`src/hw/rtl/mmfl_pkg.sv`:
```
// Shared types, constants and score arithmetic for the forward log-sum block.
// No dependencies; imported by every module of the block but the checker.
package mmfl_pkg;

  localparam int SCORE_BITS = 32;
  localparam int MAX_MOTIFS = 4;
  localparam int MAX_WIDTH  = 32;
  localparam int HIST_AW    = $clog2(MAX_WIDTH);
  localparam int LANES      = MAX_MOTIFS + 1;
  localparam int CNT_BITS   = 6;

  typedef logic signed [SCORE_BITS-1:0] score_t;
  typedef logic signed [SCORE_BITS+1:0] wide_t;
  typedef logic [13:0] diff_t;
  typedef logic [10:0] corr_t;

  localparam score_t NEG_INF = {1'b1, {(SCORE_BITS-1){1'b0}}};
  localparam score_t POS_MAX = {1'b0, {(SCORE_BITS-1){1'b1}}};
  localparam wide_t  NEG_W   = wide_t'(NEG_INF);
  localparam wide_t  POS_W   = wide_t'(POS_MAX);

  localparam logic [32:0] CORR_LIMIT = 33'd12288;
  localparam corr_t       CORR_ONE   = 11'd1024;

  // Register indexes (address bits 5:3)
  localparam logic [2:0] REG_ACTIVE = 3'd0;
  localparam logic [2:0] REG_WIDTH0 = 3'd1;
  localparam logic [2:0] REG_WIDTH1 = 3'd2;
  localparam logic [2:0] REG_WIDTH2 = 3'd3;
  localparam logic [2:0] REG_WIDTH3 = 3'd4;
  localparam logic [2:0] REG_BASE   = 3'd5;
  localparam logic [2:0] REG_MPEN   = 3'd6;

  typedef struct packed {
    logic  start;
    diff_t diff;
  } lc_req_t;

  typedef struct packed {
    logic  done;
    corr_t corr;
  } lc_rsp_t;

  function automatic score_t clamp(wide_t s);
    score_t r;
    if (s <= NEG_W) r = NEG_INF;
    else if (s > POS_W) r = POS_MAX;
    else r = s[SCORE_BITS-1:0];
    return r;
  endfunction

  function automatic score_t in_score(logic [31:0] raw);
    score_t r;
    if (raw == 32'h8000_0000) r = NEG_INF;
    else r = clamp(wide_t'(signed'(raw)));
    return r;
  endfunction

  function automatic score_t pen_score(logic [15:0] raw);
    score_t r;
    if (raw == 16'h8000) r = NEG_INF;
    else r = score_t'(signed'(raw));
    return r;
  endfunction

  function automatic score_t add3(score_t a, score_t b, score_t c);
    score_t r;
    if (a == NEG_INF || b == NEG_INF || c == NEG_INF) r = NEG_INF;
    else r = clamp(wide_t'(a) + wide_t'(b) + wide_t'(c));
    return r;
  endfunction

  // 2^(-2^b/1024) in Q30
  function automatic logic [29:0] pow_tab(logic [3:0] b);
    logic [29:0] r;
    case (b)
      4'd0:    r = 30'd1073015252;
      4'd1:    r = 30'd1072289173;
      4'd2:    r = 30'd1070838486;
      4'd3:    r = 30'd1067942999;
      4'd4:    r = 30'd1062175491;
      4'd5:    r = 30'd1050733751;
      4'd6:    r = 30'd1028218693;
      4'd7:    r = 30'd984625594;
      4'd8:    r = 30'd902905651;
      4'd9:    r = 30'd759250125;
      default: r = 30'd0;
    endcase
    return r;
  endfunction

endpackage

```
`src/hw/rtl/mmfl_logcorr.sv`:
```
// Iterative log2(1 + 2^-d) correction unit over one shared 32x32 multiplier.
// Depends on mmfl_pkg; 10 power steps, one shift step, 11 squaring steps.
module mmfl_logcorr import mmfl_pkg::*; (
  input  logic    clk,
  input  logic    rst,
  input  lc_req_t req,
  output lc_rsp_t rsp
);

  typedef enum logic [1:0] {L_IDLE, L_POW, L_SHIFT, L_SQ} lstate_t;

  lstate_t     state;
  diff_t       diff;
  logic [3:0]  step;
  logic [30:0] y;
  logic [31:0] z;
  logic [10:0] v;
  logic [31:0] mul_a;
  logic [31:0] mul_b;
  logic [63:0] prod;
  logic [31:0] zs;
  logic [11:0] v_inc;
  logic        done_r;

  always_comb begin
    if (state == L_POW) begin
      mul_a = {1'b0, y};
      mul_b = {2'b00, pow_tab(step)};
    end else begin
      mul_a = z;
      mul_b = z;
    end
    prod  = mul_a * mul_b;
    zs    = prod[61:30];
    v_inc = {1'b0, v} + 12'd1;
  end

  always_ff @(posedge clk) begin
    if (rst) begin
      state  <= L_IDLE;
      done_r <= 1'b0;
    end else begin
      done_r <= 1'b0;
      case (state)
        L_IDLE: begin
          if (req.start) begin
            diff  <= req.diff;
            y     <= 31'h4000_0000;
            step  <= 4'd0;
            state <= L_POW;
          end
        end
        L_POW: begin
          if (diff[step]) y <= prod[60:30];
          if (step == 4'd9) state <= L_SHIFT;
          else step <= step + 4'd1;
        end
        L_SHIFT: begin
          z     <= 32'h4000_0000 + {1'b0, y >> diff[13:10]};
          v     <= '0;
          step  <= 4'd0;
          state <= L_SQ;
        end
        L_SQ: begin
          // take one fraction bit of log2 per squaring
          v <= {v[9:0], zs[31]};
          z <= zs[31] ? {1'b0, zs[31:1]} : zs;
          if (step == 4'd10) begin
            done_r <= 1'b1;
            state  <= L_IDLE;
          end else begin
            step <= step + 4'd1;
          end
        end
        default: state <= L_IDLE;
      endcase
    end
  end

  assign rsp = {done_r, v_inc[11:1]};

endmodule

```
`src/hw/rtl/mmfl_merge.sv`:
```
// Merging stage: folds the lane terms in order with a log2-sum.
// Depends on mmfl_pkg and mmfl_logcorr.
module mmfl_merge import mmfl_pkg::*; (
  input  logic   clk,
  input  logic   rst,
  input  logic   start,
  input  score_t terms [LANES],
  output logic   done,
  output score_t acc
);

  typedef enum logic [1:0] {M_IDLE, M_STEP, M_WAIT} mstate_t;

  localparam int KB = $clog2(LANES + 1);

  mstate_t     state;
  logic [KB-1:0] k;
  score_t      hi;
  score_t      t_cur;
  score_t      hi_c;
  score_t      lo_c;
  logic [32:0] d_c;
  lc_req_t     lc_req;
  lc_rsp_t     lc_rsp;

  always_comb begin
    t_cur = NEG_INF;
    for (int i = 0; i < LANES; i++) begin
      if (k == KB'(i)) t_cur = terms[i];
    end
    hi_c = (acc > t_cur) ? acc : t_cur;
    lo_c = (acc > t_cur) ? t_cur : acc;
    d_c  = 33'(wide_t'(hi_c) - wide_t'(lo_c));
  end

  always_ff @(posedge clk) begin
    if (rst) begin
      state        <= M_IDLE;
      done         <= 1'b0;
      lc_req.start <= 1'b0;
    end else begin
      done         <= 1'b0;
      lc_req.start <= 1'b0;
      case (state)
        M_IDLE: begin
          if (start) begin
            acc   <= terms[0];
            k     <= KB'(1);
            state <= M_STEP;
          end
        end
        M_STEP: begin
          if (k == KB'(LANES)) begin
            done  <= 1'b1;
            state <= M_IDLE;
          end else if (acc == NEG_INF) begin
            acc <= t_cur;
            k   <= k + KB'(1);
          end else if (t_cur == NEG_INF) begin
            k <= k + KB'(1);
          end else if (d_c == 33'd0) begin
            acc <= clamp(wide_t'(hi_c) + wide_t'(CORR_ONE));
            k   <= k + KB'(1);
          end else if (d_c >= CORR_LIMIT) begin
            acc <= hi_c;
            k   <= k + KB'(1);
          end else begin
            hi           <= hi_c;
            lc_req.start <= 1'b1;
            lc_req.diff  <= d_c[13:0];
            state        <= M_WAIT;
          end
        end
        M_WAIT: begin
          if (lc_rsp.done) begin
            acc   <= clamp(wide_t'(hi) + wide_t'(lc_rsp.corr));
            k     <= k + KB'(1);
            state <= M_STEP;
          end
        end
        default: state <= M_IDLE;
      endcase
    end
  end

  mmfl_logcorr u_logcorr (
    .clk (clk),
    .rst (rst),
    .req (lc_req),
    .rsp (lc_rsp)
  );

endmodule

```
`config.mk`:
```
export PLATFORM = sky130hd
export DESIGN_NAME = mmfl_merge
export DESIGN_NICKNAME = d
export VERILOG_FILES = /design/src/hw/rtl/mmfl_pkg.sv /design/src/hw/rtl/mmfl_logcorr.sv /design/src/hw/rtl/mmfl_merge.sv
export SDC_FILE = /design/constraint.sdc
export NUM_CORES = 2
export LEC_CHECK = 0
export ABC_CLOCK_PERIOD_IN_PS = 25400
export BUFFER_PORTS_ARGS = -buffer_cell sky130_fd_sc_hd__clkbuf_2
export CAP_MARGIN = 0
export CORE_ASPECT_RATIO = 1.25
export CORE_MARGIN = 2
export CORE_UTILIZATION = 55
export DETAILED_ROUTE_END_ITERATION = 8
export PLACE_DENSITY_LB_ADDON = 0.05
export SETUP_SLACK_MARGIN = 0.15
export SLEW_MARGIN = 20
export SYNTH_ARGS = -nofsm -noshare
export SYNTH_HDL_FRONTEND = slang
export SYNTH_SLANG_ARGS = --single-unit
```
`constraint.sdc`:
```
create_clock -name clk -period 25.4 [get_ports clk]
set_input_delay 1.27 -clock clk [delete_from_list [all_inputs] [get_ports clk]]
set_output_delay 1.27 -clock clk [all_outputs]
set_load 0.005 [all_outputs]
```
==> metrics.md <==
| Metric | Value |
|---|---|
| Mean routed wirelength per cell | 26.8 um |
| Area leader, netlist | fa_1 |
| WP data arrival | 13.01 ns |
| Top post-synthesis cells by count | nand2_1, inv_1, fa_1, nor2_1, ha_1 |
| Die footprint | 0.0927 mm2 |
| Worst path depth | 39 |
| Syn nets | 7268 |
| Cell Rows | 123 |
| EDFF count, synth | 173 |
| Worst path required time | 25.69 ns |
| Cell family with the largest share of critical-path delay | adder cells |
| Reg-to-Reg End | u_logcorr.z[7] |
| FF/Latch Area | 0.00592 mm2 |
| Tcrit/Tclk final | 0.501 |
| WL final | 191000 um |
| Finished Layout Cells | 7144 |
| Worst Tran Pin Value | 1.14 ns |
| Total placed cells including tap cells | 7098 |
| Crit path from | u_logcorr.state[0] |
| DR iter-0 viols | 3552 |
| Initial Utilization | 0.553 |
| Slowest CP cell | nand2_1 |
| Hold-fix buffers, CTS | 0 |
| WS Path Type | reg2reg |
| Max-slew violations | 0 |
| Clk_lat worst skew | 0.59 ns |
| Main area contributors after synthesis | fa_1, edfxtp_1, nand2_1 |
| TritonCTS Sinks | 209 |
| Drt pass-1 iters | 6 |
| DP HPWL | 152000 um |
| DRC Markers | 0 |
| Layout cell share with drive strength beyond 1 | 0.0843 |
| Fmax | 78.7 MHz |
| Worst path max stage delay | 0.91 ns |
| Die width | 273 um |
| Final setup viols | 0 |
| Mean Syn Cell Area | 8.43 um2 |
| Critical path fanouts, max | 66 |
| Total global routing overflow | 0 |
| Reg2Reg Launch Point | u_logcorr.state[0] |
| IO buf count | 195 |
| Largest net degree at the start of global routing | 67 |
| Syn. warnings | 0 |
| Number of synthesized register bits | 209 |
| Max-cap violations | 0 |
| Routability Congestion | 1.02 |
| R2R Setup Slk | 12.69 ns |
| RSZ-0062 raised after global routing | false |
| Maximum clock path buffer count | 3 |
| First-pass GRT wire length | 286000 um |
| Vias in the first global route | 45600 |
| Vias | 43400 |
| Post-synth top area share | 0.361 |
| Hold Fails Final Rpt | 0 |
| CTS Root Cell | clkbuf_16 |
| Hold WC Path Type | reg2reg |
| R2R cell count | 39 |
| Crit path capture type | flop |
| Initial antenna violation count | 0 |
| Num CTS Buffers | 24 |
| Clock Skew | 0.0349 ns |
| CP startpoint kind | flop |
| Filler cells | 8186 |
| Setup TNS | 0 ns |
| TritonCTS clock tree | yes |
| Netlist Area Pre-Place | 0.0496 mm2 |
| Area Overhead vs Synth | 6.66% |
| Post-CTS sizing | 0 |
| Multi-input logic area | 0.0386 mm2 |
| GRT Total Usage | 0.421 |
| Clock period minus worst slack | 12.71 ns |
| Io pins | 196 |
| Vias per Instance | 6.08 |
| Final ANT Viol Nets | 0 |
| Crit path buffers/inverters | 10 |
| Total Nets Final | 7319 |
| Core Area | 0.0897 mm2 |
| Max_slew headroom | 0.237 |
| Status | finished, final reports clean |
| Most Frequent Cell on Critical Path | fa_1 |
| Reg clk slew, reported paths | 0.07 ns |
| Yosys cell types | 104 |
| Postcts setup bufs | 0 |
| Die Y | 340 um |
| Ys async rst share | 0 |
| Register area share after synthesis | 0.119 |
| Main synth FF type | edfxtp_1 |
| Worst setup path endpoint | u_logcorr.z[7] |
| Count leader, synth | nand2_1 |
| CTS H-Tree Depth | 1 |
| Cell count after synthesis | 5887 |
-- placed cells by master, fill, tap and decap left out, types with 23 or more instances in the layout --
cell	instances
nand2_1	1170
inv_1	1085
fa_1	895
nor2_1	383
ha_1	321
a21oi_1	240
clkbuf_2	195
edfxtp_1	173
buf_4	142
o21ai_0	119
nand3_1	86
and2_1	85
xnor2_1	62
mux2i_1	59
a21o_1	56
nor3_1	50
nor2b_1	37
xor2_1	36
dfxtp_1	36
and3_1	35
a31oi_1	35
a211oi_1	35
nand4_1	34
nand3b_1	33
o221ai_1	33
or3_1	29
o22ai_1	27
clkbuf_16	25
a221oi_1	23
-- logic make-up after synthesis --
| logic type | count (synthesis) | share of synthesized area |
|---|---|---|
| simple gates | 2080 | 0.184 |
| compound gates | 784 | 0.104 |
| xor+xnor | 99 | 0.0175 |
| mux | 96 | 0.0254 |
| fa+ha+maj | 1218 | 0.442 |
| flops | 209 | 0.119 |
| buf+inv | 1401 | 0.107 |
-- stage by stage --
step	util	setup slack, ns	hold WS, ns	instance area, um2
2_1_floorplan	-	15.11	0.400	49600
3_3_place_gp	0.580	13.13	0.404	52100
3_5_place_dp	0.580	12.96	0.405	52100
4_1_cts	0.590	12.94	0.421	52900
5_1_grt	0.590	12.06	0.443	52900
6_report	0.590	12.69	0.422	53000
-- per-layer routing --
| layer | vias up | wire, um | track usage |
|---|---|---|---|
| met2 | 2322 | 93100 | 0.718 |
| met5 | - | 0 | 0 |
| met4 | 0 | 21400 | 0.368 |
| li1 | 18700 | - | - |
| met1 | 21600 | 60900 | 0.441 |
| met3 | 778 | 16100 | 0.0838 |
-- worst min-delay path by stage --
stage	startpoint	endpoint	slack [ns]	cells after the start
2_1_floorplan	lc_req[0]	u_logcorr.diff[0]	0.40	0
3_3_place_gp	lc_req[11]	u_logcorr.diff[11]	0.40	0
3_5_place_dp	lc_req[7]	u_logcorr.diff[7]	0.40	0
4_1_cts	lc_req[7]	u_logcorr.diff[7]	0.42	0
5_1_grt	lc_req[3]	u_logcorr.diff[3]	0.44	0
6_report	lc_req[7]	u_logcorr.diff[7]	0.42	0
-- final cells by class --
type,instances,area share
Clock buffer,25,0.0118
Inverter,1089,0.0772
Multi-Input combinational cell,4277,0.728
Sequential cell,209,0.112
Tap cell,1187,0.0280
Clock inverter,19,0.00437
Antenna cell,1,0.0000473
Timing Repair Buffer,337,0.0386
Power is left out: the tool's default activity adds up to more than one toggle a clock period on the data nets, which glitch-free logic cannot reach.
