$ cat config.mk
export PLATFORM = sky130hd
export DESIGN_NAME = mmfl_lane
export DESIGN_NICKNAME = d
export VERILOG_FILES = /design/src/hw/rtl/mmfl_pkg.sv /design/src/hw/rtl/mmfl_lane.sv
export SDC_FILE = /design/constraint.sdc
export NUM_CORES = 1
export LEC_CHECK = 0
export ABC_AREA = 1
export CAP_MARGIN = 5
export CORE_AREA = 2 2 105 107
export CTS_CLUSTER_DIAMETER = 60
export DETAILED_ROUTE_END_ITERATION = 12
export DIE_AREA = 0 0 107 109
export DONT_BUFFER_PORTS = 1
export HOLD_SLACK_MARGIN = 0.05
export PLACE_DENSITY = 0.61
export SETUP_SLACK_MARGIN = 0.02
export SLEW_MARGIN = 20
export SYNTH_ARGS = -nofsm -noshare
export SYNTH_HDL_FRONTEND = slang
export SYNTH_SLANG_ARGS = --single-unit
$ cat constraint.sdc
create_clock -name clk -period 6.6 [get_ports clk]
set_input_delay 0.99 -clock clk [delete_from_list [all_inputs] [get_ports clk]]
set_output_delay 0.99 -clock clk [all_outputs]
set_load 0.03 [all_outputs]
$ cat src/hw/rtl/mmfl_pkg.sv
// Shared types, constants and score arithmetic for the forward log-sum block.
// No dependencies; imported by every module of the block but the checker.
package mmfl_pkg;

  localparam int SCORE_BITS = 32;
  localparam int MAX_MOTIFS = 4;
  localparam int MAX_WIDTH  = 32;
  localparam int HIST_AW    = $clog2(MAX_WIDTH);
  localparam int LANES      = MAX_MOTIFS + 1;
  localparam int CNT_BITS   = 6;

  typedef logic signed [SCORE_BITS-1:0] score_t;
  typedef logic signed [SCORE_BITS+1:0] wide_t;
  typedef logic [13:0] diff_t;
  typedef logic [10:0] corr_t;

  localparam score_t NEG_INF = {1'b1, {(SCORE_BITS-1){1'b0}}};
  localparam score_t POS_MAX = {1'b0, {(SCORE_BITS-1){1'b1}}};
  localparam wide_t  NEG_W   = wide_t'(NEG_INF);
  localparam wide_t  POS_W   = wide_t'(POS_MAX);

  localparam logic [32:0] CORR_LIMIT = 33'd12288;
  localparam corr_t       CORR_ONE   = 11'd1024;

  // Register indexes (address bits 5:3)
  localparam logic [2:0] REG_ACTIVE = 3'd0;
  localparam logic [2:0] REG_WIDTH0 = 3'd1;
  localparam logic [2:0] REG_WIDTH1 = 3'd2;
  localparam logic [2:0] REG_WIDTH2 = 3'd3;
  localparam logic [2:0] REG_WIDTH3 = 3'd4;
  localparam logic [2:0] REG_BASE   = 3'd5;
  localparam logic [2:0] REG_MPEN   = 3'd6;

  typedef struct packed {
    logic  start;
    diff_t diff;
  } lc_req_t;

  typedef struct packed {
    logic  done;
    corr_t corr;
  } lc_rsp_t;

  function automatic score_t clamp(wide_t s);
    score_t r;
    if (s <= NEG_W) r = NEG_INF;
    else if (s > POS_W) r = POS_MAX;
    else r = s[SCORE_BITS-1:0];
    return r;
  endfunction

  function automatic score_t in_score(logic [31:0] raw);
    score_t r;
    if (raw == 32'h8000_0000) r = NEG_INF;
    else r = clamp(wide_t'(signed'(raw)));
    return r;
  endfunction

  function automatic score_t pen_score(logic [15:0] raw);
    score_t r;
    if (raw == 16'h8000) r = NEG_INF;
    else r = score_t'(signed'(raw));
    return r;
  endfunction

  function automatic score_t add3(score_t a, score_t b, score_t c);
    score_t r;
    if (a == NEG_INF || b == NEG_INF || c == NEG_INF) r = NEG_INF;
    else r = clamp(wide_t'(a) + wide_t'(b) + wide_t'(c));
    return r;
  endfunction

  // 2^(-2^b/1024) in Q30
  function automatic logic [29:0] pow_tab(logic [3:0] b);
    logic [29:0] r;
    case (b)
      4'd0:    r = 30'd1073015252;
      4'd1:    r = 30'd1072289173;
      4'd2:    r = 30'd1070838486;
      4'd3:    r = 30'd1067942999;
      4'd4:    r = 30'd1062175491;
      4'd5:    r = 30'd1050733751;
      4'd6:    r = 30'd1028218693;
      4'd7:    r = 30'd984625594;
      4'd8:    r = 30'd902905651;
      4'd9:    r = 30'd759250125;
      default: r = 30'd0;
    endcase
    return r;
  endfunction

endpackage

$ cat src/hw/rtl/mmfl_lane.sv
// One path lane: forms history + emission + penalty for one term of the sum.
// Depends on mmfl_pkg.
module mmfl_lane import mmfl_pkg::*; (
  input  logic        clk,
  input  logic        load,
  input  logic        enable,
  input  score_t      hist,
  input  logic [31:0] score,
  input  logic [15:0] pen,
  output score_t      term
);

  always_ff @(posedge clk) begin
    if (load) begin
      term <= enable ? add3(hist, in_score(score), pen_score(pen)) : NEG_INF;
    end
  end

endmodule

==> qor.csv, run 1 <==
stage,metric,value,unit
power_and_ir_drop,netSwitchingFraction,52.5,%
layout,final_cells,924,
worst_hold_path,min_from,load,
die,die_x,107,µm
synth,synth-seq-cells,32,
grt,first_global_vias,4488,
layout,finalInstanceArea,5200,µm²
worst_hold_path,worstHoldPathCells,0,
synth,netlist.area_leader.share,19.5,%
power_and_ir_drop,peakVddDrop,0.147,mV
critical_path,critPathKind,primary input to flip-flop,
run,maxCapViolations,0,
synth,ys_types,31,
power_and_ir_drop,p_seq_share,30.3,%
power_and_ir_drop,leakage,2.81,nW
critical_path,worstPathMaxFanout,31,
power_and_ir_drop,p_switching,699,µW
critical_path,worstPathArrival,5240,ps
placed_design,dpl_cell_area,5120,µm²
cts,cts_max_level,2,
synth,yosys.area.top_type,nand2_1,
placed_design,port_buffers,0,
power_and_ir_drop,internal-power,633,µW
synth,syn_area_per_cell,6.25,µm²
layout,regMostFlops,term,
synth,synth_top_cells_by_count,"nand2_1 (267), inv_1 (159), nor2_1 (100)",
cts,numCtsBuffers,5,
die,die_h,109,µm
synth,ys_top_cells_by_area,"nand2_1 (19%), edfxtp_1 (19%), fa_1 (13%)",
worst_hold_path,min_path_type,primary input to flip-flop,
timing,max_freq,195,MHz
timing,finalSetupViolCount,0,
timing,finalMaxSlewViolations,0,
power_and_ir_drop,power.total,1.33,mW
route,wl,13500,µm
synth,syn_inst,823,
timing,fin_setup_tns,0,ps
layout,areaGrowthSynthToFinish,1.14,%
placed_design,gp_congestion,1.00,
route,ant_nets,0,
synth,yosysSeqAreaShare,18.7,%
timing,finalCritPeriodShare,77.8,%
route,viasPerCell,4.95,
grt,globalRouteTotalUtil,23.9,%
layout,reg_top3,term x32,
route,wl_per_cell,14.6,µm
placed_design,dp_hpwl,12100,µm
timing,slew_headroom,16.2,%
worst_hold_path,whs_endpoint,term[5],
cts,clockRootBuffer,clkbuf_8,
die,core-area,10600,µm²
synth,synthesis.nets,971,
cts,post-cts-setup-buffers,0,
critical_path,critPathLaunch,pen[10],
timing,period_minus_slack,5140,ps
power_and_ir_drop,power_density,256,nW/µm²
die,dieArea,11700,µm²
timing,finalHoldViolCount,0,
cts,clk_pin_slew,60,ps
cts,cts_resized,0,
route,drt-initial-drc-count,219,
grt,grt_remaining_overflow,0,
layout,nets,931,
critical_path,cp.required,6700,ps
synth,synth_area,5140,µm²
grt,grt_pass1_wl,21700,µm
synth,async_flop_share,0,%
die,ios,115,
run_status,status,"finished, final reports clean",
cts,clkSinkCount,32,
route,drc,0,
cts,cts_buffer_depth,2,
synth,synth_edf_count,32,
critical_path,start_kind,primary input,
layout,fin_util,49.1,%
die,initial_core_util,48.5,%
layout,largest_reg_flops,32,
critical_path,critPathCaptureType,flip-flop,
power_and_ir_drop,p_clk_share,10.1,%
grt,antenna_found_initial,0,
timing,tightest_slew,1240,ps
layout,antenna_cells,0,
timing,rsz0062_at_grt,no,
route,num_vias,4573,
synth,yosysMostFrequentCell,nand2_1,
cts,cts_tree,built,
die,fp-row-count,38,
grt,grt_max_degree,33,
placed_design,dp.cells,916,
synth,synth_top_flop_cell,edfxtp_1,
power_and_ir_drop,combPwrFrac,59.6,%
cts,cts_hold_buf,0,
layout,drive_gt1_share,5.23,%
synth,ys_warn_count,0,
route,first_pass_iters,5,
## worst max-delay path: stages
cell and delay (ps):
nor4_1 290, nand3_1 110, nor3b_1 330, nor2_2 200, buf_4 250, fa_1 470, ha_1 410, nand2_1 170
inv_1 50, nand2_1 50, and2_1 140, nor2_1 60, nor3_1 350, nand2_1 90, nand2_1 60, nand2_1 80
o21bai_1 220, nand3_2 600, nor2_1 280
## cells by family (layout without fill, tap and decap cells)
group	count (synthesis)	after routing	share of synthesized area, %
flip-flops	32	32	18.7
AND/OR/NAND/NOR	485	485	41.0
buffers and inverters	207	168	15.6
AO/OA/AOI/OAI	25	25	2.53
XOR/XNOR	9	9	1.53
adder cells (fa/ha/maj)	65	65	20.6
## metal layers
| metal | part of all wire (%) | wire length, µm | track usage [%] |
|---|---|---|---|
| met1 | 49 | 6670 | 33.3 |
| met2 | 43 | 5750 | 39.0 |
| met3 | 5.7 | 774 | 2.81 |
| met4 | 2.1 | 285 | 7.61 |
| met5 | 0 | 0 | 0 |
## worst max path at each step
stage	to	slack (ps)	depth (start not counted)
global route	term[20]	1080	19
global placement	term[13]	1180	19
finish	term[13]	1460	19
floorplan	term[12]	1530	23
detailed placement	term[29]	1160	19
CTS	term[29]	1440	19
## cell type report
cell class / instances / area (µm²)
fillers: 1114 / 5400
multi-input cells: 584 / 3380
flip-flops and latches: 32 / 961
inverters: 159 / 597
well taps: 140 / 175
clock buffers: 7 / 76.3
repair buffers: 1 / 7.51
clock inverters: 1 / 3.75
## metrics by stage
stage          hold WS [ps]  setup WS (ps)
6_report                826           1460
5_1_grt                 813           1080
4_1_cts                 818           1440
3_5_place_dp           1110           1160
3_3_place_gp           1110           1180
2_1_floorplan          1100           1530
## power by group through the flow
stage	Clock, mW	Combinational [mW]	Sequential, mW
3_5_place_dp	0	0.783	0.410
5_1_grt	0.147	0.912	0.409
3_3_place_gp	0	0.778	0.408
2_1_floorplan	0	0.631	0.403
6_report	0.135	0.794	0.404
4_1_cts	0.140	0.789	0.406
## layout by cell type (no fill, tap or decap), types with 4 or more instances in the layout
cell type / n
xnor2_1: 4
nand2_1: 267
xor2_1: 5
inv_1: 159
ha_1: 32
nand3b_1: 5
edfxtp_1: 32
clkbuf_8: 5
nor4_1: 15
nor2_1: 99
nand4_1: 12
nor3_1: 7
nand3_2: 5
a21oi_1: 22
nand3_1: 37
nor2_2: 23
fa_1: 33
(Power assumes the default switching activity.)
==> run 2, diff against run 1 <==
==> constraint.sdc (replaced) <==
create_clock -name clk -period 4.9 [get_ports clk]
set_input_delay 0.735 -clock clk [delete_from_list [all_inputs] [get_ports clk]]
set_output_delay 0.735 -clock clk [all_outputs]
set_load 0.03 [all_outputs]
==> qor.csv, run 2 (synthesis results as in run 1) <==
stage,metric,value,unit,change
route,first_pass_iters,5,,unchanged
timing,max_freq,227,MHz,
cts,cts_buffer_depth,2,,unchanged
run_status,status,"finished, final reports clean",,
grt,first_global_vias,4542,,+1.2%
grt,grt_remaining_overflow,0,,unchanged
power_and_ir_drop,leakage,2.86,nW,+1.7%
layout,largest_reg_flops,32,,unchanged
placed_design,pre_cts_ws,162,ps,-1000 ps
die,initial_core_util,48.5,%,unchanged
cts,cts_tree,built,,
die,ios,115,,unchanged
critical_path,worstPathArrival,4430,ps,-810 ps
layout,final_cell_mix,"nand2_1 (267), inv_1 (159), nor2_1 (99)",,
die,fp-row-count,38,,unchanged
cts,numCtsBuffers,5,,unchanged
die,dieArea,11700,µm²,unchanged
layout,nets,936,,+0.54%
layout,layout_commonest_cell,nand2_1,,
critical_path,worstPathMaxFanout,31,,unchanged
route,ant_nets,0,,unchanged
critical_path,path_delay_family,simple AND/OR/NAND/NOR gates,,
route,num_vias,4655,,+1.8%
timing,slew_headroom,28.4,%,+12 points
cts,cts_hold_buf,0,,unchanged
placed_design,port_buffers,0,,unchanged
critical_path,slowest_delay,480,ps,-120 ps
cts,clkSinkCount,32,,unchanged
critical_path,path_buf_inv,3,,+1
layout,drive_gt1_share,6.08,%,+0.85 points
power_and_ir_drop,peakVddDrop,0.229,mV,+56%
run,maxCapViolations,0,,unchanged
route,drc,0,,unchanged
timing,rsz0062_at_grt,no,,
cts,clockRootBuffer,clkbuf_8,,
placed_design,dp.cells,921,,+0.55%
placed_design,dp_hpwl,12300,µm,+1.7%
critical_path,cp_slowest_cell,fa_1,,
timing,fin_setup_tns,0,ps,unchanged
critical_path,critPathCaptureType,flip-flop,,
timing,finalSetupViolCount,0,,unchanged
layout,reg_top3,term x32,,
layout,regMostFlops,term,,
power_and_ir_drop,power_density,358,nW/µm²,+40%
layout,final_cells,929,,+0.54%
die,core-area,10600,µm²,unchanged
grt,antenna_found_initial,0,,unchanged
placed_design,gp_congestion,0.936,,-6.6%
grt,grt_pass1_wl,22000,µm,+1.4%
route,viasPerCell,5.01,,+1.2%
timing,finalHoldViolCount,0,,unchanged
worst_hold_path,min_path_type,primary input to flip-flop,,
route,wl,13700,µm,+1.6%
timing,tightest_slew,1060,ps,-180 ps
timing,finalCritPeriodShare,89.9,%,
route,drt-initial-drc-count,192,,-12%
cts,clk_pin_slew,70,ps,about the same
grt,globalRouteTotalUtil,24.3,%,+0.36 points
cts,cts_max_level,2,,unchanged
timing,setup_ws,494,ps,-969 ps
timing,finalMaxSlewViolations,0,,unchanged
critical_path,critPathKind,primary input to flip-flop,,
critical_path,start_kind,primary input,,
critical_path,crit_chain,nor4_1 -> nor3b_1 -> nor2_2 -> buf_4 -> fa_1 -> ha_1 -> nand2_1 -> nor2_1 -> inv_1 -> nor2_1 -> nand3_1 -> nand4_1 -> nand2_1 -> nor2_1 -> nand2_1 -> nor2_2 -> nand4_2 -> nand3_2 -> buf_12 -> nor2_1,,
die,die_h,109,µm,unchanged
layout,areaGrowthSynthToFinish,2.89,%,
cts,post-cts-setup-buffers,0,,unchanged
cts,cts_resized,0,,unchanged
route,wl_per_cell,14.7,µm,+1.0%
layout,antenna_cells,0,,unchanged
grt,grt_max_degree,33,,unchanged
die,die_x,107,µm,unchanged
timing,period_minus_slack,4410,ps,
critical_path,cp.required,4920,ps,-1780 ps
critical_path,critPathMostFrequentCell,nor2_1,,
## run 2: cell count changes in the layout (fill, tap and decap cells not counted), sizes merged
| cell | delta |
|---|---|
| bufinv | +1 |
| buf | +5 |
| clkbuf | -1 |
## run 2: final timing paths
check / to / start / depth (start not counted)
worst max-delay path: term[14] / pen[2] / 20
worst min-delay path: term[6] / load / 0
## run 2: area by class of cell
cell class,count,area (µm²)
clock buffer,6,72.6
clock inverter,2,35.0
fill,1123,5310
inverter,159,597
multi-input combinational,584,3380
sequential,32,961
tap,140,175
timing repair buffer,6,70.1
## run 2: metal layers
layer	vias up	wire length (µm)	global-route usage, %
met4	0	254	7.05
li1	2413	-	-
met2	166	6040	39.9
met3	16	701	2.21
met5	-	0	0
met1	2060	6700	34.2
## run 2: where the power goes
group / internal [mW] / switching, mW
Sequential: 0.398 / 0.147
Combinational: 0.383 / 0.726
Clock: 0.151 / 0.0905
Total: 0.932 / 0.963
## run 2: through the flow
stage	util, %	total power, mW	hold slack [ps]	area (µm²)
after floorplan	-	1.39	847	5140
after global placement	48.9	1.64	850	5190
after detailed placement	48.9	1.65	850	5190
after CTS	49.9	1.90	560	5290
after global routing	49.9	2.07	549	5290
final	49.9	1.89	568	5290
